File: config.mk
export PLATFORM = sky130hd
export DESIGN_NAME = e2q_div_cell
export DESIGN_NICKNAME = d
export VERILOG_FILES = /design/src/rtl/e2q_pkg.sv /design/src/rtl/e2q_div_cell.sv
export SDC_FILE = /design/constraint.sdc
export NUM_CORES = 1
export LEC_CHECK = 0
export ABC_CLOCK_PERIOD_IN_PS = 41500
export BUFFER_PORTS_ARGS = -buffer_cell sky130_fd_sc_hd__buf_2
export CORE_MARGIN = 3
export CORE_UTILIZATION = 35
export DETAILED_ROUTE_END_ITERATION = 16
export SLEW_MARGIN = 20
export SYNTH_ARGS = -nofsm -noshare
export SYNTH_HDL_FRONTEND = slang
export SYNTH_SLANG_ARGS = --single-unit
File: constraint.sdc
create_clock -name clock -period 41.5 [get_ports clock]
set_input_delay 8.3 -clock clock [delete_from_list [all_inputs] [get_ports clock]]
set_output_delay 8.3 -clock clock [all_outputs]
set_load 0.005 [all_outputs]
File: src/rtl/e2q_pkg.sv
package e2q_pkg;

   localparam int CORDIC_STEPS = 16;
   localparam int ATAN_LEN     = 24;
   localparam int CORDIC_N     = (CORDIC_STEPS < ATAN_LEN) ? CORDIC_STEPS : ATAN_LEN;

   localparam int NUM_AXES   = 3;
   localparam int NUM_COMP   = 4;
   localparam int AXIS_ROLL  = 0;
   localparam int AXIS_PITCH = 1;
   localparam int AXIS_YAW   = 2;

   localparam int XY_W       = 32;
   localparam int Z_W        = 34;
   localparam int ATAN_W     = 30;
   localparam int CS_W       = 18;
   localparam int M1_W       = 36;
   localparam int A_W        = 22;
   localparam int M2_W       = 40;
   localparam int COMP_W     = 32;
   localparam int SQ_W       = 64;
   localparam int SQRT_STEPS = 32;
   localparam int ROOT_W     = 32;
   localparam int Q_W        = 16;
   localparam int DIV_STEPS  = Q_W;
   localparam int REM_W      = 48;

   localparam logic signed [XY_W-1:0] X_START = 32'sd268435456;
   localparam logic signed [Z_W-1:0]  PI_Q30      = 34'sd3373259426;
   localparam logic signed [Z_W-1:0]  HALF_PI_Q30 = 34'sd1686629713;
   localparam logic [Q_W-1:0]         ONE_Q14     = 16'd16384;

   typedef struct packed {
      logic signed [15:0] roll;
      logic signed [15:0] pitch;
      logic signed [15:0] yaw;
   } req_type;

   typedef struct packed {
      logic signed [15:0] quat_w;
      logic signed [15:0] quat_x;
      logic signed [15:0] quat_y;
      logic signed [15:0] quat_z;
   } rsp_type;

   typedef struct packed {
      logic signed [XY_W-1:0] x;
      logic signed [XY_W-1:0] y;
      logic signed [Z_W-1:0]  z;
      logic                   flip;
   } cordic_lane_type;

   typedef struct packed {
      logic                                 valid;
      cordic_lane_type [NUM_AXES-1:0]       lane;
   } cordic_word_type;

   typedef struct packed {
      logic                                 valid;
      logic [SQ_W-1:0]                      n;
      logic [SQ_W-1:0]                      res;
      logic [NUM_COMP-1:0][COMP_W-1:0]      comp;
   } sqrt_word_type;

   typedef struct packed {
      logic                                 valid;
      logic [ROOT_W-1:0]                    r;
      logic [NUM_COMP-1:0][REM_W-1:0]       rem;
      logic [NUM_COMP-1:0][Q_W-1:0]         q;
      logic [NUM_COMP-1:0]                  neg;
   } div_word_type;

   // atan(2^-i) in units of 2^-30 rad, truncated
   function automatic logic [ATAN_W-1:0] atan_q30(input logic [4:0] idx);
      logic [ATAN_W-1:0] v;
      case (idx)
         5'd0:    v = 30'h3243F6A8;
         5'd1:    v = 30'h1DAC6705;
         5'd2:    v = 30'h0FADBAFC;
         5'd3:    v = 30'h07F56EA6;
         5'd4:    v = 30'h03FEAB76;
         5'd5:    v = 30'h01FFD55B;
         5'd6:    v = 30'h00FFFAAA;
         5'd7:    v = 30'h007FFF55;
         5'd8:    v = 30'h003FFFEA;
         5'd9:    v = 30'h001FFFFD;
         5'd10:   v = 30'h000FFFFF;
         5'd11:   v = 30'h0007FFFF;
         5'd12:   v = 30'h0003FFFF;
         5'd13:   v = 30'h0001FFFF;
         5'd14:   v = 30'h0000FFFF;
         5'd15:   v = 30'h00007FFF;
         5'd16:   v = 30'h00003FFF;
         5'd17:   v = 30'h00001FFF;
         5'd18:   v = 30'h00000FFF;
         5'd19:   v = 30'h000007FF;
         5'd20:   v = 30'h000003FF;
         5'd21:   v = 30'h000001FF;
         5'd22:   v = 30'h000000FF;
         5'd23:   v = 30'h0000007F;
         default: v = '0;
      endcase
      return v;
   endfunction

endpackage

File: src/rtl/e2q_div_cell.sv
module e2q_div_cell (
   input  logic                  clock,
   input  logic                  reset,
   input  logic                  adv,
   input  logic [3:0]            step,
   input  e2q_pkg::div_word_type in_word,
   output e2q_pkg::div_word_type out_word
);
   import e2q_pkg::*;

   div_word_type word_ff, word_in;

   always_comb begin
      logic [REM_W-1:0] dsh;
      word_in = in_word;
      dsh = REM_W'(in_word.r) << step;
      for (int l = 0; l < NUM_COMP; l++) begin
         if (in_word.rem[l] >= dsh) begin
            word_in.rem[l] = in_word.rem[l] - dsh;
            word_in.q[l]   = in_word.q[l] | (Q_W'(1) << step);
         end
      end
   end

   always_ff @(posedge clock) begin
      if (reset) begin
         word_ff.valid <= 1'b0;
      end else if (adv) begin
         word_ff <= word_in;
      end
   end

   assign out_word = word_ff;

endmodule

==> run_results.csv <==
group,metric,value,unit
pwr,pwr-share-seq,0.323,
cells_and_area,drive_gt1_frac,0.231,
setup_path,critPathArrivalTime,14.53,ns
setup_path,endpoint_kind,"register",
global_routing,overflow,0,
routing,dr.pass1.iters,5,
clocking,cts_resized,0,
timing,maxSlewHeadroom,0.293,
logic_synthesis,yosys.area.top_type,"edfxtp_1",
floorplan,io_pins,593,
setup_path,cp_max_fo,60,
timing,fmax,0.0703,GHz
clocking,clk_latency,0.55,ns
min_path,min_path_type,"register to register",
placement,post_dp_cell_area,27800,sq um
placement,gp_congestion,0.944,
setup_path,start_kind,"input port",
cells_and_area,design_area,29100,sq um
cells_and_area,fin_util,0.432,
pwr,combPwrFrac,0.372,
flow_run,max_cap_viol_count,0,
logic_synthesis,synth_top_area_frac,0.365,
clocking,clock-sinks,293,
setup_path,cpMostUsedCell,"buf_4",
setup_path,cp_cell_sequence,"buf_2 > buf_4 > or2_2 > nor3_1 > and2_1 > ha_1 > fa_1 > nor2b_1 > o31a_1 > o311a_1 > o41ai_1 > nand2_1 > a211o_1 > a221o_1 > a31oi_4 > buf_4 > buf_4 > mux2_1",
timing,rsz0062_at_grt,"no",
logic_synthesis,synth_warnings,0,
setup_path,max_stage_delay,0.77,ns
pwr,power,1.20,mW
timing,tightest_slew,1.06,ns
timing,finalMaxSlewViolations,0,
clocking,clk_pin_slew_worst_paths,0.06,ns
placement,portBuffers,592,
run_status,status,"completed",
global_routing,grt_pass1_wl,136,mm
setup_path,crit_start,"step[0]",
clocking,tritoncts,"done",
floorplan,core,67500,sq um
global_routing,grt_pass1_vias,22200,
placement,dp_cells,4022,
logic_synthesis,ys.flop_type,"edfxtp_1",
clocking,clockRootBuffer,"clkbuf_16",
floorplan,rows,95,
cells_and_area,largest_reg_flops,293,
global_routing,grt_start_max_net_pins,75,
logic_synthesis,syn_inst,2661,
clocking,numCtsBuffers,39,
timing,fin_crit_sh,0.343,
setup_path,worst_path_dominant_cell_family,"simple AND/OR/NAND/NOR gates",
timing,finalSetupTns,0,ns
pwr,vdd_drop_max,0.0000369,V
routing,post-route-drc-count,0,
logic_synthesis,yosys.cell_types.count,80,
routing,ant_nets,0,
cells_and_area,syn_to_final_growth,21.5,%
placement,dp_hpwl,78.2,mm
clocking,ctsHoldBuffers,0,
logic_synthesis,syn_area,24000,sq um
pwr,switching_share,0.358,
setup_path,crit_required,41.80,ns
routing,drt_iter0_drc,1541,
min_path,hp-start,"out_word[292]",
floorplan,dieWidth,268,um
floorplan,initial_utilization,0.355,
setup_path,crit_type,"input port to register",
floorplan,die_area,71700,sq um
floorplan,die_y,268,um
global_routing,grt_use_total,0.254,
routing,num_vias,22700,
clocking,cts_buffer_depth,3,
logic_synthesis,syn_nets,3161,
cells_and_area,fin_cells,4102,
pwr,clockPowerShare,0.305,
setup_path,crit_buf_inv,4,
timing,fin_skew,0,ns
pwr,internal_power,0.772,mW
cells_and_area,num-nets-final,3690,
setup_path,reg2reg_from,"out_word[292]",
logic_synthesis,ys_async_sr_fraction,0,
clocking,htreeDepth,2,
pwr,power.switching,0.431,mW
timing,holdWs,0.513,ns
timing,finalHoldViolations,0,
routing,drt_wl_total,96.0,mm
timing,fin_ws,27.28,ns
logic_synthesis,synthTopCellsByArea,"edfxtp_1, ha_1, a21oi_1",
logic_synthesis,avgSynthCellArea,9.02,sq um
logic_synthesis,ys_seq_area_frac,0.366,
timing,setup_viol,0,
logic_synthesis,ys_seq_elements,293,
pwr,power_density,41.3,nW/um^2
clocking,cts_setup_buffers,0,
placement,post-place-ws,26.71,ns
routing,drt-wirelength-per-cell,23.4,um
pwr,p_leak,12.4,nW
logic_synthesis,synth_edf_count,292,
setup_path,slowest_stage,"nor3_1",
global_routing,antenna_found_initial,18,
routing,via_per_inst,5.54,
timing,post-route-min-period,14.22,ns
[placed cells by master (no fill, tap or decap), types with 19 or more instances in the layout]
cell type and count:
a31oi_1 24, o21a_1 26, nor2b_1 24, nand4_1 44, clkbuf_16 40, mux2i_1 48, o21ai_0 239, mux2_2 19
edfxtp_1 292, inv_1 72, nand2_1 339, nor2_1 184, xor2_1 74, buf_4 33, xnor2_1 88, o21bai_1 96
a21o_1 133, nor3_1 33, a21oi_1 256, a211oi_1 22, buf_2 592, ha_1 196, nand3_1 39, nand2b_1 20
[cell usage after synthesis, types with 34 or more instances]
library cell and n:
a21oi_1 256, nand3_1 39, nor2_1 184, ha_1 196, mux2i_1 48, nor3_1 34, a21o_1 133, inv_1 72
o21ai_0 240, o21bai_1 96, nand2_1 339, nand4_1 44, xor2_1 74, clkbuf_1 109, xnor2_1 88, edfxtp_1 292
[path summary, 6_finish.rpt]
check                  end  slack, ns  depth (start not counted)
min reg2reg  out_word[292]       0.51                          2
min          out_word[292]       0.51                          2
max          out_word[120]      27.28                         18
max reg2reg  out_word[292]      40.91                          2
[worst register-to-register path, stage by stage (launching register included)]
cell and delay (ns):
dfxtp_1 0.31, mux2i_1 0.12, nor2_1 0.06
[routing by layer]
layer | global-route usage | vias to the layer above | wire length (um)
met2 | 0.453 | 817 | 46900
li1 | - | 11000 | -
met5 | 0 | - | 68
met4 | 0.0831 | 10 | 2990
met3 | 0.0555 | 142 | 7140
met1 | 0.305 | 10800 | 38900
[area by class of cell]
class	instances	area (sq um)
fill	6804	38400
sequential	293	8790
multi-input combinational	2157	14400
clock buffer	41	1000
tap	873	1090
antenna	9	22.5
timing repair buffer	625	3210
inverter	74	278
clock inverter	30	362
[cells by family (layout without fill, tap and decap cells)]
group | count (synthesis) | in the layout | synth area share
AOI/OAI and AO/OA | 938 | 938 | 0.244
and+or+nand+nor | 769 | 769 | 0.145
DFF | 293 | 293 | 0.366
buffers and inverters | 211 | 770 | 0.0354
adders and majority gates | 200 | 200 | 0.106
xor gates and xnor gates | 162 | 162 | 0.0591
muxes | 88 | 88 | 0.0444
other | 0 | 9 | 0
[power by group through the flow]
stage / Sequential, mW / Combinational [mW] / Clock (mW)
floorplan: 0.400 / 0.282 / 0
finish: 0.389 / 0.448 / 0.367
global route: 0.391 / 0.492 / 0.386
detailed placement: 0.394 / 0.442 / 0
global placement: 0.396 / 0.442 / 0
CTS: 0.389 / 0.445 / 0.375
Note: power is estimated with default switching activity, not from simulation.
