[src/rtl/e2q_pkg.sv]
package e2q_pkg;

   localparam int CORDIC_STEPS = 16;
   localparam int ATAN_LEN     = 24;
   localparam int CORDIC_N     = (CORDIC_STEPS < ATAN_LEN) ? CORDIC_STEPS : ATAN_LEN;

   localparam int NUM_AXES   = 3;
   localparam int NUM_COMP   = 4;
   localparam int AXIS_ROLL  = 0;
   localparam int AXIS_PITCH = 1;
   localparam int AXIS_YAW   = 2;

   localparam int XY_W       = 32;
   localparam int Z_W        = 34;
   localparam int ATAN_W     = 30;
   localparam int CS_W       = 18;
   localparam int M1_W       = 36;
   localparam int A_W        = 22;
   localparam int M2_W       = 40;
   localparam int COMP_W     = 32;
   localparam int SQ_W       = 64;
   localparam int SQRT_STEPS = 32;
   localparam int ROOT_W     = 32;
   localparam int Q_W        = 16;
   localparam int DIV_STEPS  = Q_W;
   localparam int REM_W      = 48;

   localparam logic signed [XY_W-1:0] X_START = 32'sd268435456;
   localparam logic signed [Z_W-1:0]  PI_Q30      = 34'sd3373259426;
   localparam logic signed [Z_W-1:0]  HALF_PI_Q30 = 34'sd1686629713;
   localparam logic [Q_W-1:0]         ONE_Q14     = 16'd16384;

   typedef struct packed {
      logic signed [15:0] roll;
      logic signed [15:0] pitch;
      logic signed [15:0] yaw;
   } req_type;

   typedef struct packed {
      logic signed [15:0] quat_w;
      logic signed [15:0] quat_x;
      logic signed [15:0] quat_y;
      logic signed [15:0] quat_z;
   } rsp_type;

   typedef struct packed {
      logic signed [XY_W-1:0] x;
      logic signed [XY_W-1:0] y;
      logic signed [Z_W-1:0]  z;
      logic                   flip;
   } cordic_lane_type;

   typedef struct packed {
      logic                                 valid;
      cordic_lane_type [NUM_AXES-1:0]       lane;
   } cordic_word_type;

   typedef struct packed {
      logic                                 valid;
      logic [SQ_W-1:0]                      n;
      logic [SQ_W-1:0]                      res;
      logic [NUM_COMP-1:0][COMP_W-1:0]      comp;
   } sqrt_word_type;

   typedef struct packed {
      logic                                 valid;
      logic [ROOT_W-1:0]                    r;
      logic [NUM_COMP-1:0][REM_W-1:0]       rem;
      logic [NUM_COMP-1:0][Q_W-1:0]         q;
      logic [NUM_COMP-1:0]                  neg;
   } div_word_type;

   // atan(2^-i) in units of 2^-30 rad, truncated
   function automatic logic [ATAN_W-1:0] atan_q30(input logic [4:0] idx);
      logic [ATAN_W-1:0] v;
      case (idx)
         5'd0:    v = 30'h3243F6A8;
         5'd1:    v = 30'h1DAC6705;
         5'd2:    v = 30'h0FADBAFC;
         5'd3:    v = 30'h07F56EA6;
         5'd4:    v = 30'h03FEAB76;
         5'd5:    v = 30'h01FFD55B;
         5'd6:    v = 30'h00FFFAAA;
         5'd7:    v = 30'h007FFF55;
         5'd8:    v = 30'h003FFFEA;
         5'd9:    v = 30'h001FFFFD;
         5'd10:   v = 30'h000FFFFF;
         5'd11:   v = 30'h0007FFFF;
         5'd12:   v = 30'h0003FFFF;
         5'd13:   v = 30'h0001FFFF;
         5'd14:   v = 30'h0000FFFF;
         5'd15:   v = 30'h00007FFF;
         5'd16:   v = 30'h00003FFF;
         5'd17:   v = 30'h00001FFF;
         5'd18:   v = 30'h00000FFF;
         5'd19:   v = 30'h000007FF;
         5'd20:   v = 30'h000003FF;
         5'd21:   v = 30'h000001FF;
         5'd22:   v = 30'h000000FF;
         5'd23:   v = 30'h0000007F;
         default: v = '0;
      endcase
      return v;
   endfunction

endpackage

[src/rtl/e2q_cordic_cell.sv]
module e2q_cordic_cell (
   input  logic                     clock,
   input  logic                     reset,
   input  logic                     adv,
   input  logic [4:0]               step,
   input  e2q_pkg::cordic_word_type in_word,
   output e2q_pkg::cordic_word_type out_word
);
   import e2q_pkg::*;

   cordic_word_type word_ff, word_in;

   always_comb begin
      logic signed [XY_W-1:0] dx;
      logic signed [XY_W-1:0] dy;
      logic signed [Z_W-1:0]  da;
      word_in = in_word;
      da = signed'(Z_W'(atan_q30(step)));
      for (int l = 0; l < NUM_AXES; l++) begin
         dx = in_word.lane[l].y >>> step;
         dy = in_word.lane[l].x >>> step;
         if (!in_word.lane[l].z[Z_W-1]) begin
            word_in.lane[l].x = in_word.lane[l].x - dx;
            word_in.lane[l].y = in_word.lane[l].y + dy;
            word_in.lane[l].z = in_word.lane[l].z - da;
         end else begin
            word_in.lane[l].x = in_word.lane[l].x + dx;
            word_in.lane[l].y = in_word.lane[l].y - dy;
            word_in.lane[l].z = in_word.lane[l].z + da;
         end
      end
   end

   always_ff @(posedge clock) begin
      if (reset) begin
         word_ff.valid <= 1'b0;
      end else if (adv) begin
         word_ff <= word_in;
      end
   end

   assign out_word = word_ff;

endmodule

[config.mk]
export PLATFORM = sky130hd
export DESIGN_NAME = e2q_cordic_cell
export DESIGN_NICKNAME = d
export VERILOG_FILES = /design/src/rtl/e2q_pkg.sv /design/src/rtl/e2q_cordic_cell.sv
export SDC_FILE = /design/constraint.sdc
export NUM_CORES = 2
export LEC_CHECK = 0
export BUFFER_PORTS_ARGS = -buffer_cell sky130_fd_sc_hd__clkbuf_2
export CORE_ASPECT_RATIO = 0.5
export CORE_UTILIZATION = 50
export CTS_CLUSTER_SIZE = 25
export DETAILED_ROUTE_END_ITERATION = 10
export GPL_ROUTABILITY_DRIVEN = 1
export PLACE_DENSITY_LB_ADDON = 0.05
export SYNTH_ARGS = -nofsm -noshare
export SYNTH_HDL_FRONTEND = slang
export SYNTH_SLANG_ARGS = --single-unit
[constraint.sdc]
create_clock -name clock -period 36.3 [get_ports clock]
set_input_delay 1.815 -clock clock [delete_from_list [all_inputs] [get_ports clock]]
set_output_delay 1.815 -clock clock [all_outputs]
set_load 0.005 [all_outputs]
==> flow_summary.ini <==
[die]
die_h_um = 208.3
coreArea_mm2 = 0.08408
fp.dieW_um = 414.6
ioPinCount = 604
rows = 75
dieArea_mm2 = 0.08635
start_util = 0.5061

[synthesis]
ys_top_cells_by_area = edfxtp_1, mux4_2, ha_1
synth.avg_cell_area_um2 = 9.183
syn_inst = 4634
yosysSeqAreaShare = 0.2101
syn-num-nets = 5249
synth_edf_count = 297
syn_area_mm2 = 0.04255
ys_types = 109
synth-main-ff-cell = edfxtp_1
synth_top_area_cell = edfxtp_1
synth_top_area_frac = 0.2096
synth-seq-cells = 298
synth-async-reset-ratio = 0
yosysWarnings = 0

[clock_network]
cts_resized = 0
clockBufferDepth = 3
cts_hold_repair.buffers = 0
clkSlewWorstSetupHoldPaths_ns = 0.07
htreeDepth = 1
clock_latency_ns = 0.65
cts_sinks = 298
post_cts_buffers = 0
cts_tree = built
cts-buffers-inserted = 29
root_buffer = clkbuf_16

[outcome]
status = finished clean

[setup_path]
rrSetupSlack_ns = 35.71
required_ns = 36.82
critPathMaxFanout = 75
cp-end-kind = register
crit_type = input pin to register
crit_start = step[1]
r2r-end = out_word[297]
rr_worst_depth = 2
reg2reg_from = out_word[297]
endpoint = out_word[196]
startpoint_type = input pin
worstPathArrival_ns = 9.41

[cells_and_area]
syn_to_final_growth_pct = 10.39
multi_input_area_mm2 = 0.03174
drive_gt1_frac = 0.2156
instances_no_fill = 6202
layout_common_cells = clkbuf_2, a21oi_1, nor2_1
fin_nets = 5674
final_common_cell = clkbuf_2
largest_register_ffs = 298
fill_cells = 7681
register_area_mm2 = 0.008939
final_cell_area_mm2 = 0.04698
fin_util = 0.5587

[timing]
final_hold_viol_count = 0
tns_ns = 0
period_share = 0.2448
rsz0062_at_grt = false
clock_skew_ns = 0
slew-limit-headroom = 0.05825
maxSlewViolCount = 0
min_period_ns = 8.887
fmax_mhz = 112.5
setup_viol = 0
worst_slew_pin_slew_ns = 1.398

[placed_design]
place_hpwl_um = 127500
routabilityCongestion = 1.020
io_buffers = 603
placed_cell_area_mm2 = 0.04605
dp.cells = 6144

[pwr]
seq_power_share = 0.273
total_power_mw = 1.798
swShare = 0.4195
p_clk_frac = 0.171
power-per-cell-area_mw_per_mm2 = 38.28
ir_drop_mv = 0.04049
p_int_mw = 1.044
leakagePower_nw = 19.45
comb_power_share = 0.555
switching_power_mw = 0.7544

[global_routing]
grt_pass1_vias = 39834
grt_use_total = 0.3652
antenna_found_initial = 11
grt_pass1_wl_um = 244200
grt_max_degree = 147
overflow = 0

[route]
drc = 0
antenna_left = 0
wl_um = 164500
detailroute.via_count = 41633
dr.pass1.iters = 6
wl_per_cell_um = 26.52
drt_iter0_drc = 4775
vias_per_cell = 6.713

[worst_hold_path]
hp-start = out_word[297]
hold_class = register to register

[run]
timing.max_cap.violations = 0
## per-stage QoR
stage	hold slack, ns	setup WS, ns
6_report	0.5229	27.41
5_1_grt	0.5617	27.10
4_1_cts	0.5320	27.73
3_3_place_gp	0.4767	27.20
2_1_floorplan	0.4850	20.36
3_5_place_dp	0.5149	27.04
## critical path: stages
cell	delay, ns
clkbuf_8	0.50
buf_4	0.78
buf_4	0.74
mux4_2	0.43
and2_1	0.18
or2_1	0.25
a211oi_1	0.51
and3_1	0.33
nand4b_1	0.25
nor3_1	0.42
a21oi_1	0.15
xor2_1	0.20
ha_1	0.26
a2111oi_0	0.69
nand2_1	0.14
o21ai_0	0.37
a2111oi_0	0.24
or4_1	0.57
a211o_1	0.28
nand3_1	0.08
## worst min-delay path by stage
stage	to	slack, ns	depth (start not counted)
6_report	out_word[297]	0.52	2
5_1_grt	out_word[297]	0.56	2
4_1_cts	out_word[297]	0.53	2
3_5_place_dp	out_word[297]	0.51	2
3_3_place_gp	out_word[297]	0.48	2
2_1_floorplan	out_word[297]	0.48	2
## synth_stat cells, types with 14 or more instances
library cell	count
a21oi_1	439
nor2_1	377
nand2_1	333
ha_1	300
edfxtp_1	297
xnor2_1	271
o21ai_0	236
mux4_2	229
mux2i_1	186
xor2_1	157
inv_1	137
a21o_1	118
clkbuf_1	117
a31oi_1	87
mux2_2	85
nor3_1	85
nand3_1	77
o22ai_1	66
and3_1	56
buf_2	56
o21a_1	52
o21bai_1	51
and2_1	49
nor2b_1	48
a211oi_1	46
nand2b_1	46
a22oi_1	37
buf_1	35
a221oi_1	27
o211ai_1	26
o31ai_1	25
mux4_1	23
buf_4	20
nor3b_1	20
or2_2	20
nand4_1	19
buf_6	18
nor4_1	18
or3_1	18
a211o_1	17
a21boi_0	16
a41oi_1	16
o221ai_1	16
a221o_1	14
## area by class of cell
| class | instances | area share |
|---|---|---|
| diodes | 7 | 0.0003729 |
| flip-flops and latches | 298 | 0.1903 |
| clock inverters | 19 | 0.003622 |
| well taps | 1116 | 0.02972 |
| clock buffers | 32 | 0.01569 |
| inverters | 141 | 0.01135 |
| multi-input cells | 3938 | 0.6757 |
| repair buffers | 651 | 0.07322 |
## power groups by stage
stage	Combinational [mW]	Sequential, mW	Clock (mW)
after floorplan	0.674	0.510	0
after global placement	0.967	0.498	0
after detailed placement	0.975	0.499	0
after CTS	0.981	0.492	0.315
after global routing	1.08	0.495	0.326
final	0.999	0.491	0.308
## cell families after synthesis
kind of cell / Yosys count / share of synthesized area
compound gates: 1440 / 0.2198
simple gates: 1237 / 0.1427
mux: 524 / 0.2020
xor+xnor: 428 / 0.08809
buf+inv: 398 / 0.04490
fa+ha+maj: 309 / 0.09244
flops: 298 / 0.2101
## layer usage
metal / share of wire / wire length (µm) / GRT usage
met1: 0.39 / 63400 / 0.4503
met2: 0.48 / 78640 / 0.6240
met3: 0.084 / 13790 / 0.06380
met4: 0.052 / 8607 / 0.1681
met5: 0.00026 / 42 / 0
No activity file was read; power rests on OpenSTA's default activity.
