### config.mk
export PLATFORM = sky130hd
export DESIGN_NAME = e2q_sqrt_cell
export DESIGN_NICKNAME = d
export VERILOG_FILES = /design/src/rtl/e2q_pkg.sv /design/src/rtl/e2q_sqrt_cell.sv
export SDC_FILE = /design/constraint.sdc
export NUM_CORES = 1
export LEC_CHECK = 0
export ABC_AREA = 1
export BUFFER_PORTS_ARGS = -buffer_cell sky130_fd_sc_hd__buf_2
export CELL_PAD_IN_SITES_DETAIL_PLACEMENT = 0
export CELL_PAD_IN_SITES_GLOBAL_PLACEMENT = 2
export CORE_MARGIN = 2
export CORE_UTILIZATION = 32
export CTS_CLUSTER_SIZE = 20
export DETAILED_ROUTE_END_ITERATION = 12
export PLACE_DENSITY = 0.85
export SLEW_MARGIN = 0
export SYNTH_ARGS = -nofsm -noshare
export SYNTH_HDL_FRONTEND = slang
export SYNTH_SLANG_ARGS = --single-unit
### constraint.sdc
create_clock -name clock -period 31.2 [get_ports clock]
set_clock_uncertainty 0.2 [all_clocks]
set_input_delay 6.24 -clock clock [delete_from_list [all_inputs] [get_ports clock]]
set_output_delay 6.24 -clock clock [all_outputs]
set_load 0.01 [all_outputs]
### src/rtl/e2q_pkg.sv
package e2q_pkg;

   localparam int CORDIC_STEPS = 16;
   localparam int ATAN_LEN     = 24;
   localparam int CORDIC_N     = (CORDIC_STEPS < ATAN_LEN) ? CORDIC_STEPS : ATAN_LEN;

   localparam int NUM_AXES   = 3;
   localparam int NUM_COMP   = 4;
   localparam int AXIS_ROLL  = 0;
   localparam int AXIS_PITCH = 1;
   localparam int AXIS_YAW   = 2;

   localparam int XY_W       = 32;
   localparam int Z_W        = 34;
   localparam int ATAN_W     = 30;
   localparam int CS_W       = 18;
   localparam int M1_W       = 36;
   localparam int A_W        = 22;
   localparam int M2_W       = 40;
   localparam int COMP_W     = 32;
   localparam int SQ_W       = 64;
   localparam int SQRT_STEPS = 32;
   localparam int ROOT_W     = 32;
   localparam int Q_W        = 16;
   localparam int DIV_STEPS  = Q_W;
   localparam int REM_W      = 48;

   localparam logic signed [XY_W-1:0] X_START = 32'sd268435456;
   localparam logic signed [Z_W-1:0]  PI_Q30      = 34'sd3373259426;
   localparam logic signed [Z_W-1:0]  HALF_PI_Q30 = 34'sd1686629713;
   localparam logic [Q_W-1:0]         ONE_Q14     = 16'd16384;

   typedef struct packed {
      logic signed [15:0] roll;
      logic signed [15:0] pitch;
      logic signed [15:0] yaw;
   } req_type;

   typedef struct packed {
      logic signed [15:0] quat_w;
      logic signed [15:0] quat_x;
      logic signed [15:0] quat_y;
      logic signed [15:0] quat_z;
   } rsp_type;

   typedef struct packed {
      logic signed [XY_W-1:0] x;
      logic signed [XY_W-1:0] y;
      logic signed [Z_W-1:0]  z;
      logic                   flip;
   } cordic_lane_type;

   typedef struct packed {
      logic                                 valid;
      cordic_lane_type [NUM_AXES-1:0]       lane;
   } cordic_word_type;

   typedef struct packed {
      logic                                 valid;
      logic [SQ_W-1:0]                      n;
      logic [SQ_W-1:0]                      res;
      logic [NUM_COMP-1:0][COMP_W-1:0]      comp;
   } sqrt_word_type;

   typedef struct packed {
      logic                                 valid;
      logic [ROOT_W-1:0]                    r;
      logic [NUM_COMP-1:0][REM_W-1:0]       rem;
      logic [NUM_COMP-1:0][Q_W-1:0]         q;
      logic [NUM_COMP-1:0]                  neg;
   } div_word_type;

   // atan(2^-i) in units of 2^-30 rad, truncated
   function automatic logic [ATAN_W-1:0] atan_q30(input logic [4:0] idx);
      logic [ATAN_W-1:0] v;
      case (idx)
         5'd0:    v = 30'h3243F6A8;
         5'd1:    v = 30'h1DAC6705;
         5'd2:    v = 30'h0FADBAFC;
         5'd3:    v = 30'h07F56EA6;
         5'd4:    v = 30'h03FEAB76;
         5'd5:    v = 30'h01FFD55B;
         5'd6:    v = 30'h00FFFAAA;
         5'd7:    v = 30'h007FFF55;
         5'd8:    v = 30'h003FFFEA;
         5'd9:    v = 30'h001FFFFD;
         5'd10:   v = 30'h000FFFFF;
         5'd11:   v = 30'h0007FFFF;
         5'd12:   v = 30'h0003FFFF;
         5'd13:   v = 30'h0001FFFF;
         5'd14:   v = 30'h0000FFFF;
         5'd15:   v = 30'h00007FFF;
         5'd16:   v = 30'h00003FFF;
         5'd17:   v = 30'h00001FFF;
         5'd18:   v = 30'h00000FFF;
         5'd19:   v = 30'h000007FF;
         5'd20:   v = 30'h000003FF;
         5'd21:   v = 30'h000001FF;
         5'd22:   v = 30'h000000FF;
         5'd23:   v = 30'h0000007F;
         default: v = '0;
      endcase
      return v;
   endfunction

endpackage

### src/rtl/e2q_sqrt_cell.sv
module e2q_sqrt_cell (
   input  logic                   clock,
   input  logic                   reset,
   input  logic                   adv,
   input  logic [4:0]             step,
   input  e2q_pkg::sqrt_word_type in_word,
   output e2q_pkg::sqrt_word_type out_word
);
   import e2q_pkg::*;

   sqrt_word_type word_ff, word_in;

   // one result bit per cell, trial bit walks down by two places
   always_comb begin
      logic [SQ_W-1:0] bitv;
      logic [SQ_W-1:0] t;
      word_in = in_word;
      bitv = SQ_W'(1) << (6'd62 - {step, 1'b0});
      t = in_word.res + bitv;
      if (in_word.n >= t) begin
         word_in.n   = in_word.n - t;
         word_in.res = (in_word.res >> 1) + bitv;
      end else begin
         word_in.res = in_word.res >> 1;
      end
   end

   always_ff @(posedge clock) begin
      if (reset) begin
         word_ff.valid <= 1'b0;
      end else if (adv) begin
         word_ff <= word_in;
      end
   end

   assign out_word = word_ff;

endmodule

==> results of run 1 <==
[worst register-to-register path, cell delays in order, from the launching register on]
cell	delay (ns)
dfxtp_1	0.33
nand2_1	0.05
a21oi_1	0.12
[power by group through the flow]
stage	sequential, mW	clock [mW]	combinational, mW
detailed placement	0.430	0	0.289
floorplan	0.451	0	0.157
global route	0.425	0.366	0.321
finish	0.423	0.342	0.291
CTS	0.423	0.356	0.290
global placement	0.429	0	0.289
[layer usage]
layer / wire, um / track usage (%) / share of wire (%)
met1: 39900 / 32.4 / 43
met2: 44800 / 44.8 / 48
met3: 4550 / 2.28 / 4.9
met4: 3510 / 9.14 / 3.8
met5: 0 / 0 / 0
[path summary, 6_finish.rpt]
path	from	to	slack, ns
hold / removal	out_word[256]	out_word[256]	0.27
setup / recovery	step[4]	out_word[214]	18.75
hold reg to reg	out_word[256]	out_word[256]	0.27
setup reg to reg	out_word[256]	out_word[256]	30.43
[layout make-up]
| cell class | count | area share, % |
|---|---|---|
| flip-flops and latches | 257 | 29.2 |
| clock buffers | 35 | 3.00 |
| inverters | 468 | 6.69 |
| repair buffers | 528 | 10.1 |
| well taps | 873 | 4.14 |
| diodes | 1 | 0.00948 |
| clock inverters | 22 | 0.564 |
| multi-input cells | 2417 | 46.3 |
[Yosys cell counts, drive strengths merged, types with 8 or more instances]
library cell  count
ha              126
nor3             57
xnor2            70
a31oi             8
nand3           161
buf              28
a21boi           12
o21bai           22
inv             468
a21o             15
o21ai           255
or2               8
o21a             10
a21oi           178
nor4             11
nand4            33
nand3b           44
xor2             32
nand2           917
edfxtp          256
nor2            440
[stage by stage]
stage	utilization [%]	area, um2	setup slack (ns)	cells	hold slack, ns
after floorplan	-	21900	13.09	3174	0.277
after detailed placement	37.7	25400	18.29	4543	0.258
after global placement	37.7	25400	18.38	4543	0.254
after global routing	39.1	26400	18.28	4601	0.307
final	39.1	26400	18.75	4601	0.270
after CTS	39.1	26400	18.95	4600	0.269
[logic make-up (layout without fill, tap and decap cells)]
kind of cell / count (synthesis) / in the layout / share of synthesized area [%]
buffers and inverters: 500 / 1053 / 9.14
other: 0 / 1 / 0
and+or+nand+nor: 1673 / 1673 / 31.5
xor gates and xnor gates: 102 / 102 / 4.08
adders and majority gates: 127 / 127 / 7.28
DFF: 257 / 257 / 35.2
AOI/OAI and AO/OA: 515 / 515 / 12.8
[cell usage in the layout, fill, tap and decap left out, drive strengths merged, types with 8 or more instances in the layout]
master / synthesis / final
nand2: 917 / 917
buf: 28 / 528
inv: 468 / 471
nor2: 440 / 440
edfxtp: 256 / 256
o21ai: 255 / 255
a21oi: 178 / 178
nand3: 161 / 161
ha: 126 / 126
xnor2: 70 / 70
nor3: 57 / 57
nand3b: 44 / 44
clkbuf: 4 / 35
nand4: 33 / 33
xor2: 32 / 32
o21bai: 22 / 22
clkinv: 0 / 17
a21o: 15 / 15
a21boi: 12 / 12
nor4: 11 / 11
o21a: 10 / 10
a31oi: 8 / 8
or2: 8 / 8
==> key figures, run 1 <==
Pwr
  – Peak supply drop: 0.0431 mV
  – NetSw: 0.355 mW
  – PD cells: 40.0 nW/um2
  – Combinational Power Share: 27.5%
  – Part of the power in registers: 40.0%
  – Net Sw Frac: 33.6%
  – Total power: 1.06 mW
  – Leakage: 11.5 nW
  – Clk pwr share: 32.4%
  – Internal power: 0.701 mW

STA
  – RSZ-0062 raised after global routing: false
  – Final setup violation count: 0
  – Worst-margin pin slew: 1.08 ns
  – Tmin final: 12.45 ns
  – Final Cycle Share: 39.9%
  – Slew Limit Fails: 0
  – Hold Fails Final Rpt: 0
  – Worst rel slew slack: 26.2%
  – Highest Clock Rate: 0.0803 GHz
  – Total negative slack: 0 ns

Placement
  – RePlAce Congestion: 0.976
  – Dpl hpwl: 79300 um
  – I/O Buffers: 521

Critical path
  – Crit path buffers/inverters: 6
  – Crit-path cells: buf_2 > inv_1 > nor3_1 > ha_1 > nand2_1 > o21ai_1 > inv_1 > o21ai_0 > a21oi_1 > nand2_1 > nand2_1 > nand3b_1 > nand2_1 > ha_1 > inv_1 > o21ai_0 > a21oi_1 > a21boi_1 > o21ai_1 > a21oi_1 > nand3_4 > inv_4 > buf_4 > o21ai_0
  – Startpoint types: primary input
  – Instance count on the critical path: 24
  – Peak fanout along the critical path: 95
  – Max incr delay on CP: 0.68 ns
  – R2R depth: 2
  – Worst Path Arrival: 12.57 ns
  – Required @ worst endpoint: 31.32 ns
  – WS Path Type: primary input to register
  – Crit-path most repeated cell: nand2_1
  – Crit-path leading delay family: buffers and inverters
  – Critical-path top delay cell: buf_4
  – Setup crit end kind: register

Synth
  – Yosys warnings: 0
  – Mean Syn Cell Area: 6.91 um2
  – Synth unique cells: 51
  – Most used DFF post-synth: edfxtp_1
  – Yosys top cell by area: edfxtp_1
  – Async S/R FF share, synth: 0%
  – Largest cells by area after synthesis: edfxtp_1, nand2_1, inv_1, nor2_1, ha_1
  – Synthesized netlist cell count: 3174
  – Mapped Area: 21900 um2
  – Yosys top cell area share: 35.1%
  – Register area share after synthesis: 35.2%
  – Seq cells post-synth: 257
  – Synth Net Count: 3566
  – Post-synth EDFFs: 256

Global route
  – Total grt overflow: 0
  – Pin count of the biggest net entering global routing: 96
  – Number of global-route vias before repair: 22800
  – Initial antenna violation count: 1
  – GRT Resource Usage Total: 25.4%
  – First-pass GRT wire length: 135000 um

Drt
  – Post-DRT Antenna Nets: 0
  – Final WL: 92700 um
  – Via/cell ratio: 4.94
  – Drt wl/cell: 20.1 um
  – Total number of vias: 22700
  – Drt drc: 0
  – 1st-pass router iterations: 5
  – Starting DRC count in detailed routing: 1440

Finish
  – Final #Nets: 4095
  – Sequential Area: 7710 um2
  – Layout filler cell count: 7428
  – Area occupied by multi-input gates: 12200 um2
  – Max reg flops: 257
  – Synthesis-to-layout area growth: 20.4%
  – Share of layout cells above drive strength 1: 16.4%

Clock tree
  – Clk sinks: 257
  – Worst-path clk slew: 0.06 ns
  – # Post-CTS Setup Buffers: 0
  – Hold buffer count at cts: 0
  – CTS Buf Count: 31
  – Root Buffer: clkbuf_16
  – CTS tree: built
  – CTS H-tree depth: 1
  – CTS max path bufs: 3
  – Post-CTS Resized: 0
  – Clock Latency Late Sink: 0.61 ns

Hold path
  – HP Class: register to register
  – Hold path depth: 2

Floorplan
  – Starting Density: 32.5%
  – Rows: 95
  – I/O Pins: 522
  – Die ar.: 70600 um2
  – Core Box Area: 67500 um2
  – Die X: 266 um
  – Die height: 266 um

Job
  – Max-cap violations: 0

Outcome
  – Outcome: finished clean
No activity file was read; power rests on OpenSTA's default activity.
==> inputs of run 2 (changes only) <==
--- a/config.mk
+++ b/config.mk
@@ -5,15 +5,15 @@
 export SDC_FILE = /design/constraint.sdc
 export NUM_CORES = 1
 export LEC_CHECK = 0
-export ABC_AREA = 1
+export ABC_AREA = 0
 export BUFFER_PORTS_ARGS = -buffer_cell sky130_fd_sc_hd__buf_2
 export CELL_PAD_IN_SITES_DETAIL_PLACEMENT = 0
 export CELL_PAD_IN_SITES_GLOBAL_PLACEMENT = 2
 export CORE_MARGIN = 2
-export CORE_UTILIZATION = 32
+export CORE_UTILIZATION = 33
 export CTS_CLUSTER_SIZE = 20
 export DETAILED_ROUTE_END_ITERATION = 12
-export PLACE_DENSITY = 0.85
+export PLACE_DENSITY = 0.81
 export SLEW_MARGIN = 0
 export SYNTH_ARGS = -nofsm -noshare
 export SYNTH_HDL_FRONTEND = slang
==> constraint.sdc (replaced) <==
create_clock -name clock -period 12.16 [get_ports clock]
set_clock_uncertainty 0.2 [all_clocks]
set_input_delay 2.432 -clock clock [delete_from_list [all_inputs] [get_ports clock]]
set_output_delay 2.432 -clock clock [all_outputs]
set_load 0.01 [all_outputs]
==> run 2 against run 1 <==
  * Setup slack got worse by 16 ns
  * Die area fell by 18%
  * Non-clock buffer count did not move
  * Utilization rose by 2.0 points
  * Global-route usage fell by 2.6 points
  * First-iteration DRC count fell by 5.6%
  * Sequential cell count did not move
  * Highest routed layer unchanged
==> key figures, run 2 <==
Global route
  – First-pass GRT wire length: 100000 um (was 135000 um)
  – GRT Resource Usage Total: 22.8% (was 25.4%)
  – Number of global-route vias before repair: 16200 (was 22800)
  – Total grt overflow: 0 (unchanged)
  – Initial antenna violation count: 8 (was 1)
  – Pin count of the biggest net entering global routing: 176 (was 96)

Critical path
  – Instance count on the critical path: 27 (was 24)
  – Reg-to-reg setup timing slack: 11.38 ns (was 30.43 ns)
  – Crit-path leading delay family: simple AND/OR/NAND/NOR gates (was buffers and inverters)
  – Crit-path most repeated cell: nand2_1 (unchanged)
  – Setup crit end kind: register (unchanged)
  – WS Path Type: primary input to register (unchanged)
  – Startpoint types: primary input (unchanged)
  – R2R Path Start: out_word[256] (unchanged)
  – Max incr delay on CP: 0.75 ns (was 0.68 ns)
  – Critical path origin: step[0] (was step[4])
  – Required @ worst endpoint: 12.28 ns (was 31.32 ns)
  – Crit path buffers/inverters: 3 (was 6)
  – Peak fanout along the critical path: 47 (was 95)
  – R2R Path End: out_word[256] (unchanged)
  – Worst setup path endpoint: out_word[202] (was out_word[214])
  – R2R depth: 2 (unchanged)
  – Critical-path top delay cell: nor2_4 (was buf_4)
  – Worst Path Arrival: 9.85 ns (was 12.57 ns)

Clock tree
  – CTS tree: built (unchanged)
  – # Post-CTS Setup Buffers: 0 (unchanged)
  – Clk sinks: 257 (unchanged)
  – Worst-path clk slew: 0.06 ns (about the same)
  – CTS Buf Count: 30 (was 31)
  – CTS H-tree depth: 1 (unchanged)
  – Post-CTS Resized: 0 (unchanged)
  – Root Buffer: clkbuf_16 (unchanged)
  – Hold buffer count at cts: 0 (unchanged)
  – CTS max path bufs: 3 (unchanged)
  – Clock Latency Late Sink: 0.59 ns (was 0.61 ns)

Floorplan
  – I/O Pins: 522 (unchanged)
  – Core Box Area: 55100 um2 (was 67500 um2)
  – Rows: 86 (was 95)
  – Die ar.: 57600 um2 (was 70600 um2)
  – Die height: 240 um (was 266 um)
  – Starting Density: 33.3% (was 32.5%)
  – Die X: 240 um (was 266 um)

Placement
  – Placed insts: 3034 (was 4543)
  – Cell Area, Placed: 21700 um2 (was 25400 um2)
  – RePlAce Congestion: 0.904 (was 0.976)
  – Dpl hpwl: 56000 um (was 79300 um)
  – I/O Buffers: 521 (unchanged)

Finish
  – Layout filler cell count: 5567 (was 7428)
  – Final #Nets: 2710 (was 4095)
  – Synthesis-to-layout area growth: 23.2% (was 20.4%)
  – Share of layout cells above drive strength 1: 26.6% (was 16.4%)
  – Max reg flops: 257 (unchanged)
  – Final design utilization: 41.1% (was 39.1%)
  – Most frequent cells in the layout: buf_2, edfxtp_1, nand2_1, ha_1, a21oi_1 (was nand2_1, buf_2, inv_1, nor2_1, edfxtp_1)
  – Commonest non-fill, non-tap cell in the layout: buf_2 (was nand2_1)
  – Layout Cells excl Fill: 3096 (was 4601)
  – Finished Cell Area: 22600 um2 (was 26400 um2)

Drt
  – Starting DRC count in detailed routing: 1359 (was 1440)
  – Via/cell ratio: 5.39 (was 4.94)
  – Final WL: 69100 um (was 92700 um)
  – Drt drc: 0 (unchanged)
  – Drt wl/cell: 22.3 um (was 20.1 um)
  – Total number of vias: 16700 (was 22700)
  – 1st-pass router iterations: 6 (was 5)
  – Post-DRT Antenna Nets: 0 (unchanged)

STA
  – Worst-margin pin slew: 1.05 ns (was 1.08 ns)
  – RSZ-0062 raised after global routing: false (unchanged)
  – Worst rel slew slack: 29.9% (was 26.2%)
  – Highest Clock Rate: 0.103 GHz
  – Final Cycle Share: 80.0%
  – Final setup violation count: 0 (unchanged)
  – Tmin final: 9.73 ns
  – Slew Limit Fails: 0 (unchanged)
  – Hold Fails Final Rpt: 0 (unchanged)
  – Total negative slack: 0 ns (unchanged)

Synth
  – Async S/R FF share, synth: 0% (unchanged)
  – Commonest cells in the netlist: edfxtp_1, nand2_1, ha_1 (was nand2_1, inv_1, nor2_1)
  – Register area share after synthesis: 42.0% (was 35.2%)
  – Most used DFF post-synth: edfxtp_1 (unchanged)
  – Largest cells by area after synthesis: edfxtp_1, ha_1, xor2_1, mux2_1, xnor2_1 (was edfxtp_1, nand2_1, inv_1, nor2_1, ha_1)
  – Yosys top cell by area: edfxtp_1 (unchanged)
  – Largest family of logic cells by synthesized area: compound AO/OA/AOI/OAI gates (was simple AND/OR/NAND/NOR gates)
  – Post-synthesis mux area share: 4.45% (was 0%)
  – Mean Syn Cell Area: 10.1 um2 (was 6.91 um2)
  – Xor/xnor cell area share of the yosys netlist: 8.34% (was 4.08%)
  – Post-synth EDFFs: 256 (unchanged)
  – Synthesized netlist cell count: 1826 (was 3174)
  – Seq cells post-synth: 257 (unchanged)
  – Most common cell in the netlist: edfxtp_1 (was nand2_1)
  – Synth Net Count: 2218 (was 3566)
  – Post-synthesis compound-gate area fraction: 19.7% (was 12.8%)
  – Yosys warnings: 0 (unchanged)
  – Yosys top cell area share: 41.8% (was 35.1%)
  – Mapped Area: 18400 um2 (was 21900 um2)
  – Post-synthesis adder-cell area fraction: 8.96% (was 7.28%)
  – Synth unique cells: 90 (was 51)
  – Post-synthesis simple-gate area fraction: 13.9% (was 31.5%)

Outcome
  – Outcome: finished clean (unchanged)

Pwr
  – PD cells: 117 nW/um2 (was 40.0 nW/um2)
  – Leakage: 9.22 nW (was 11.5 nW)
  – Peak supply drop: 0.0954 mV (was 0.0431 mV)
  – Total power: 2.65 mW (was 1.06 mW)

Hold path
  – Hold Crit Start: out_word[256] (unchanged)
  – Hold path depth: 2 (unchanged)
  – HP Class: register to register (unchanged)

Job
  – Max-cap violations: 0 (unchanged)
run 2: cell type report:
cell class | count | area [um2] | share of cell area [%]
repair buffers | 528 | 2670 | 11.8
diodes | 6 | 15.0 | 0.0663
clock buffers | 34 | 787 | 3.48
multi-input cells | 1456 | 10200 | 45.1
flip-flops and latches | 257 | 7710 | 34.1
clock inverters | 22 | 148 | 0.652
inverters | 45 | 169 | 0.746
well taps | 748 | 936 | 4.13
run 2: worst min-delay path by stage:
| stage | to | slack [ns] |
|---|---|---|
| 5_1_grt | out_word[256] | 0.32 |
| 2_1_floorplan | out_word[256] | 0.33 |
| 3_3_place_gp | out_word[256] | 0.28 |
| 6_report | out_word[256] | 0.30 |
| 4_1_cts | out_word[256] | 0.30 |
| 3_5_place_dp | out_word[256] | 0.29 |
run 2: kinds of logic after synthesis:
group	Yosys count
AO/OA/AOI/OAI	553
buffers and inverters	113
adder cells (fa/ha/maj)	132
multiplexers	73
XOR/XNOR	175
AND/OR/NAND/NOR	523
flip-flops	257
run 2: tightest hold or removal path, delay by kind of cell, from the launching register on:
kind | cells | cell delay [ns]
AND/OR/NAND/NOR | 1 | 0.08
multiplexers | 1 | 0.06
flip-flops | 1 | 0.32
run 2: routing by layer:
layer,vias up,share of wire [%],wire length (um),GRT usage (%)
li1,7952,-,-,-
met1,8061,45,30900,30.8
met2,614,47,32400,38.0
met3,75,6.3,4330,3.40
met4,0,2.1,1460,6.25
met5,-,0,0,0
run 2: report_power, final:
| part | switching (mW) | internal, mW | leakage [nW] |
|---|---|---|---|
| Sequential | 0.0193 | 1.07 | 2.41 |
| Clock | 0.383 | 0.484 | 0.460 |
| Combinational | 0.432 | 0.261 | 6.35 |
| Total | 0.835 | 1.81 | 9.22 |
run 2: per-stage QoR:
stage / setup slack (ns) / hold WS (ns)
global route: 1.88 / 0.318
global placement: 2.05 / 0.276
finish: 2.43 / 0.300
CTS: 2.49 / 0.302
floorplan: 2.43 / 0.328
detailed placement: 1.89 / 0.287
==> inputs of run 3 (changes only) <==
==> constraint.sdc (replaced) <==
create_clock -name clock -period 9.6 [get_ports clock]
set_clock_uncertainty 0.2 [all_clocks]
set_input_delay 1.92 -clock clock [delete_from_list [all_inputs] [get_ports clock]]
set_output_delay 1.92 -clock clock [all_outputs]
set_load 0.01 [all_outputs]
==> run 3 against run 2 <==
  * Via count down 0.75%
  * Die area unchanged
  * Sequential power up 27%
  * Combinational power up 28%
  * Routed wire length down 0.36%
  * Worst hold slack better by 0.0041 ns
  * First-iteration DRC count down 8.5%
  * Clock-buffer cell count up 6
  * Sequential cell count unchanged
  * Design area up 0.81%
  * Setup slack worse by 0.90 ns
  * Register-to-register slack worse by 2.6 ns
==> key figures, run 3 (synthesis gave the netlist of run 2 again) <==
Outcome
  – Outcome: finished clean (unchanged)

Finish
  – Commonest non-fill, non-tap cell in the layout: buf_2 (unchanged)
  – Max reg flops: 257 (unchanged)
  – Layout Cells excl Fill: 3102 (was 3096)
  – Finished Cell Area: 22800 um2 (was 22600 um2)
  – Most frequent cells in the layout: buf_2, edfxtp_1, nand2_1, ha_1, a21oi_1 (unchanged)
  – Final #Nets: 2718 (was 2710)
  – Share of layout cells above drive strength 1: 26.9% (was 26.6%)
  – Final design utilization: 41.4% (was 41.1%)
  – Synthesis-to-layout area growth: 24.2% (was 23.2%)

Pwr
  – NetSw: 1.07 mW (was 0.835 mW)
  – Internal power: 2.42 mW (was 1.81 mW)
  – Net Sw Frac: 30.6% (was 31.5%)
  – Combinational Power Share: 25.5% (was 26.2%)
  – Peak supply drop: 0.0978 mV (was 0.0954 mV)
  – Clk pwr share: 35.0% (was 32.8%)
  – Leakage: 9.32 nW (was 9.22 nW)
  – Part of the power in registers: 39.5% (was 41.1%)
  – PD cells: 153 nW/um2 (was 117 nW/um2)
  – Total power: 3.48 mW (was 2.65 mW)

Placement
  – I/O Buffers: 521 (unchanged)
  – Placed insts: 3041 (was 3034)
  – RePlAce Congestion: 0.909 (was 0.904)
  – Cell Area, Placed: 21800 um2 (was 21700 um2)
  – Dpl hpwl: 56000 um (about the same)

Clock tree
  – CTS H-tree depth: 1 (unchanged)
  – Root Buffer: clkbuf_16 (unchanged)
  – Clock Latency Late Sink: 0.58 ns (was 0.59 ns)
  – Worst-path clk slew: 0.06 ns (about the same)
  – # Post-CTS Setup Buffers: 0 (unchanged)
  – Hold buffer count at cts: 0 (unchanged)
  – CTS tree: built (unchanged)
  – CTS Buf Count: 31 (was 30)
  – Post-CTS Resized: 0 (unchanged)
  – CTS max path bufs: 3 (unchanged)
  – Clk sinks: 257 (unchanged)

Drt
  – Drt wl/cell: 22.2 um (was 22.3 um)
  – Via/cell ratio: 5.34 (was 5.39)
  – 1st-pass router iterations: 5 (was 6)
  – Final WL: 68800 um (was 69100 um)
  – Starting DRC count in detailed routing: 1244 (was 1359)
  – Total number of vias: 16600 (was 16700)
  – Post-DRT Antenna Nets: 0 (unchanged)
  – Drt drc: 0 (unchanged)

Global route
  – Number of global-route vias before repair: 16200 (about the same)
  – Total grt overflow: 0 (unchanged)
  – Pin count of the biggest net entering global routing: 139 (was 176)
  – First-pass GRT wire length: 100000 um (unchanged)
  – GRT Resource Usage Total: 22.8% (about the same)
  – Initial antenna violation count: 7 (was 8)

Hold path
  – HP Class: register to register (unchanged)
  – Hold path depth: 2 (unchanged)

STA
  – Tmin final: 8.07 ns
  – Worst rel slew slack: 39.3% (was 29.9%)
  – RSZ-0062 raised after global routing: false (unchanged)
  – Final setup violation count: 0 (unchanged)
  – Final Cycle Share: 84.1%
  – Total negative slack: 0 ns (unchanged)
  – Highest Clock Rate: 0.124 GHz
  – Hold Fails Final Rpt: 0 (unchanged)
  – Worst-margin pin slew: 0.911 ns (was 1.05 ns)
  – Slew Limit Fails: 0 (unchanged)

Critical path
  – Critical-path top delay cell: o41ai_1 (was nor2_4)
  – Peak fanout along the critical path: 8 (was 47)
  – Crit-path leading delay family: compound AO/OA/AOI/OAI gates (was simple AND/OR/NAND/NOR gates)
  – WS Path Type: primary input to register (unchanged)
  – Worst Path Arrival: 8.19 ns (was 9.85 ns)
  – Instance count on the critical path: 25 (was 27)
  – Startpoint types: primary input (unchanged)
  – Required @ worst endpoint: 9.72 ns (was 12.28 ns)
  – Setup crit end kind: register (unchanged)
  – Crit path buffers/inverters: 1 (was 3)
  – Max incr delay on CP: 0.56 ns (was 0.75 ns)
  – R2R depth: 2 (unchanged)

Floorplan
  – Core Box Area: 55100 um2 (unchanged)
  – Die ar.: 57600 um2 (unchanged)
  – Die X: 240 um (unchanged)
  – Starting Density: 33.3% (unchanged)
  – I/O Pins: 522 (unchanged)
  – Die height: 240 um (unchanged)
  – Rows: 86 (unchanged)

Job
  – Max-cap violations: 0 (unchanged)
==> run 3: final cells by class <==
cell class                      instances  area, um2
Antenna cell                            3       7.51
Timing Repair Buffer                  535       2750
Multi-Input combinational cell       1456      10200
Sequential cell                       257       7710
Tap cell                              748        936
Fill cell                            5530      32300
Inverter                               45        169
Clock buffer                           40        840
Clock inverter                         18        209
==> run 3: worst paths after layout <==
kind | to | slack, ns | from
hold reg to reg | out_word[256] | 0.30 | out_word[256]
setup / recovery | out_word[253] | 1.53 | step[0]
hold / removal | out_word[256] | 0.30 | out_word[256]
setup reg to reg | out_word[256] | 8.82 | out_word[256]
==> run 3: power groups by stage <==
stage | registers, mW | logic (mW) | clock network (mW)
floorplan | 1.46 | 0.486 | 0
global route | 1.39 | 0.966 | 1.29
global placement | 1.40 | 0.882 | 0
finish | 1.38 | 0.887 | 1.22
detailed placement | 1.40 | 0.879 | 0
CTS | 1.38 | 0.886 | 1.25
==> run 3: tightest hold or removal path, cell delays in order, from the launching register on <==
cell,delay (ns)
dfxtp_1,0.32
mux2i_1,0.06
nor2_1,0.09
==> run 3: per-layer routing <==
layer  GRT usage, %  up-vias  share of wire [%]  wire [um]
met5              0        -              0.039         27
met4           5.65        4                2.0       1370
met3           3.44       74                6.0       4150
met2           38.9      528                 48      32800
met1           30.3     7992                 44      30500
li1               -     7979                  -          -
==> run 3: stage by stage <==
| stage | setup WS, ns | hold WS (ns) |
|---|---|---|
| after floorplan | 0.379 | 0.328 |
| after global placement | 0.914 | 0.277 |
| after detailed placement | 0.944 | 0.300 |
| after CTS | 1.56 | 0.314 |
| after global routing | 0.880 | 0.348 |
| final | 1.53 | 0.304 |
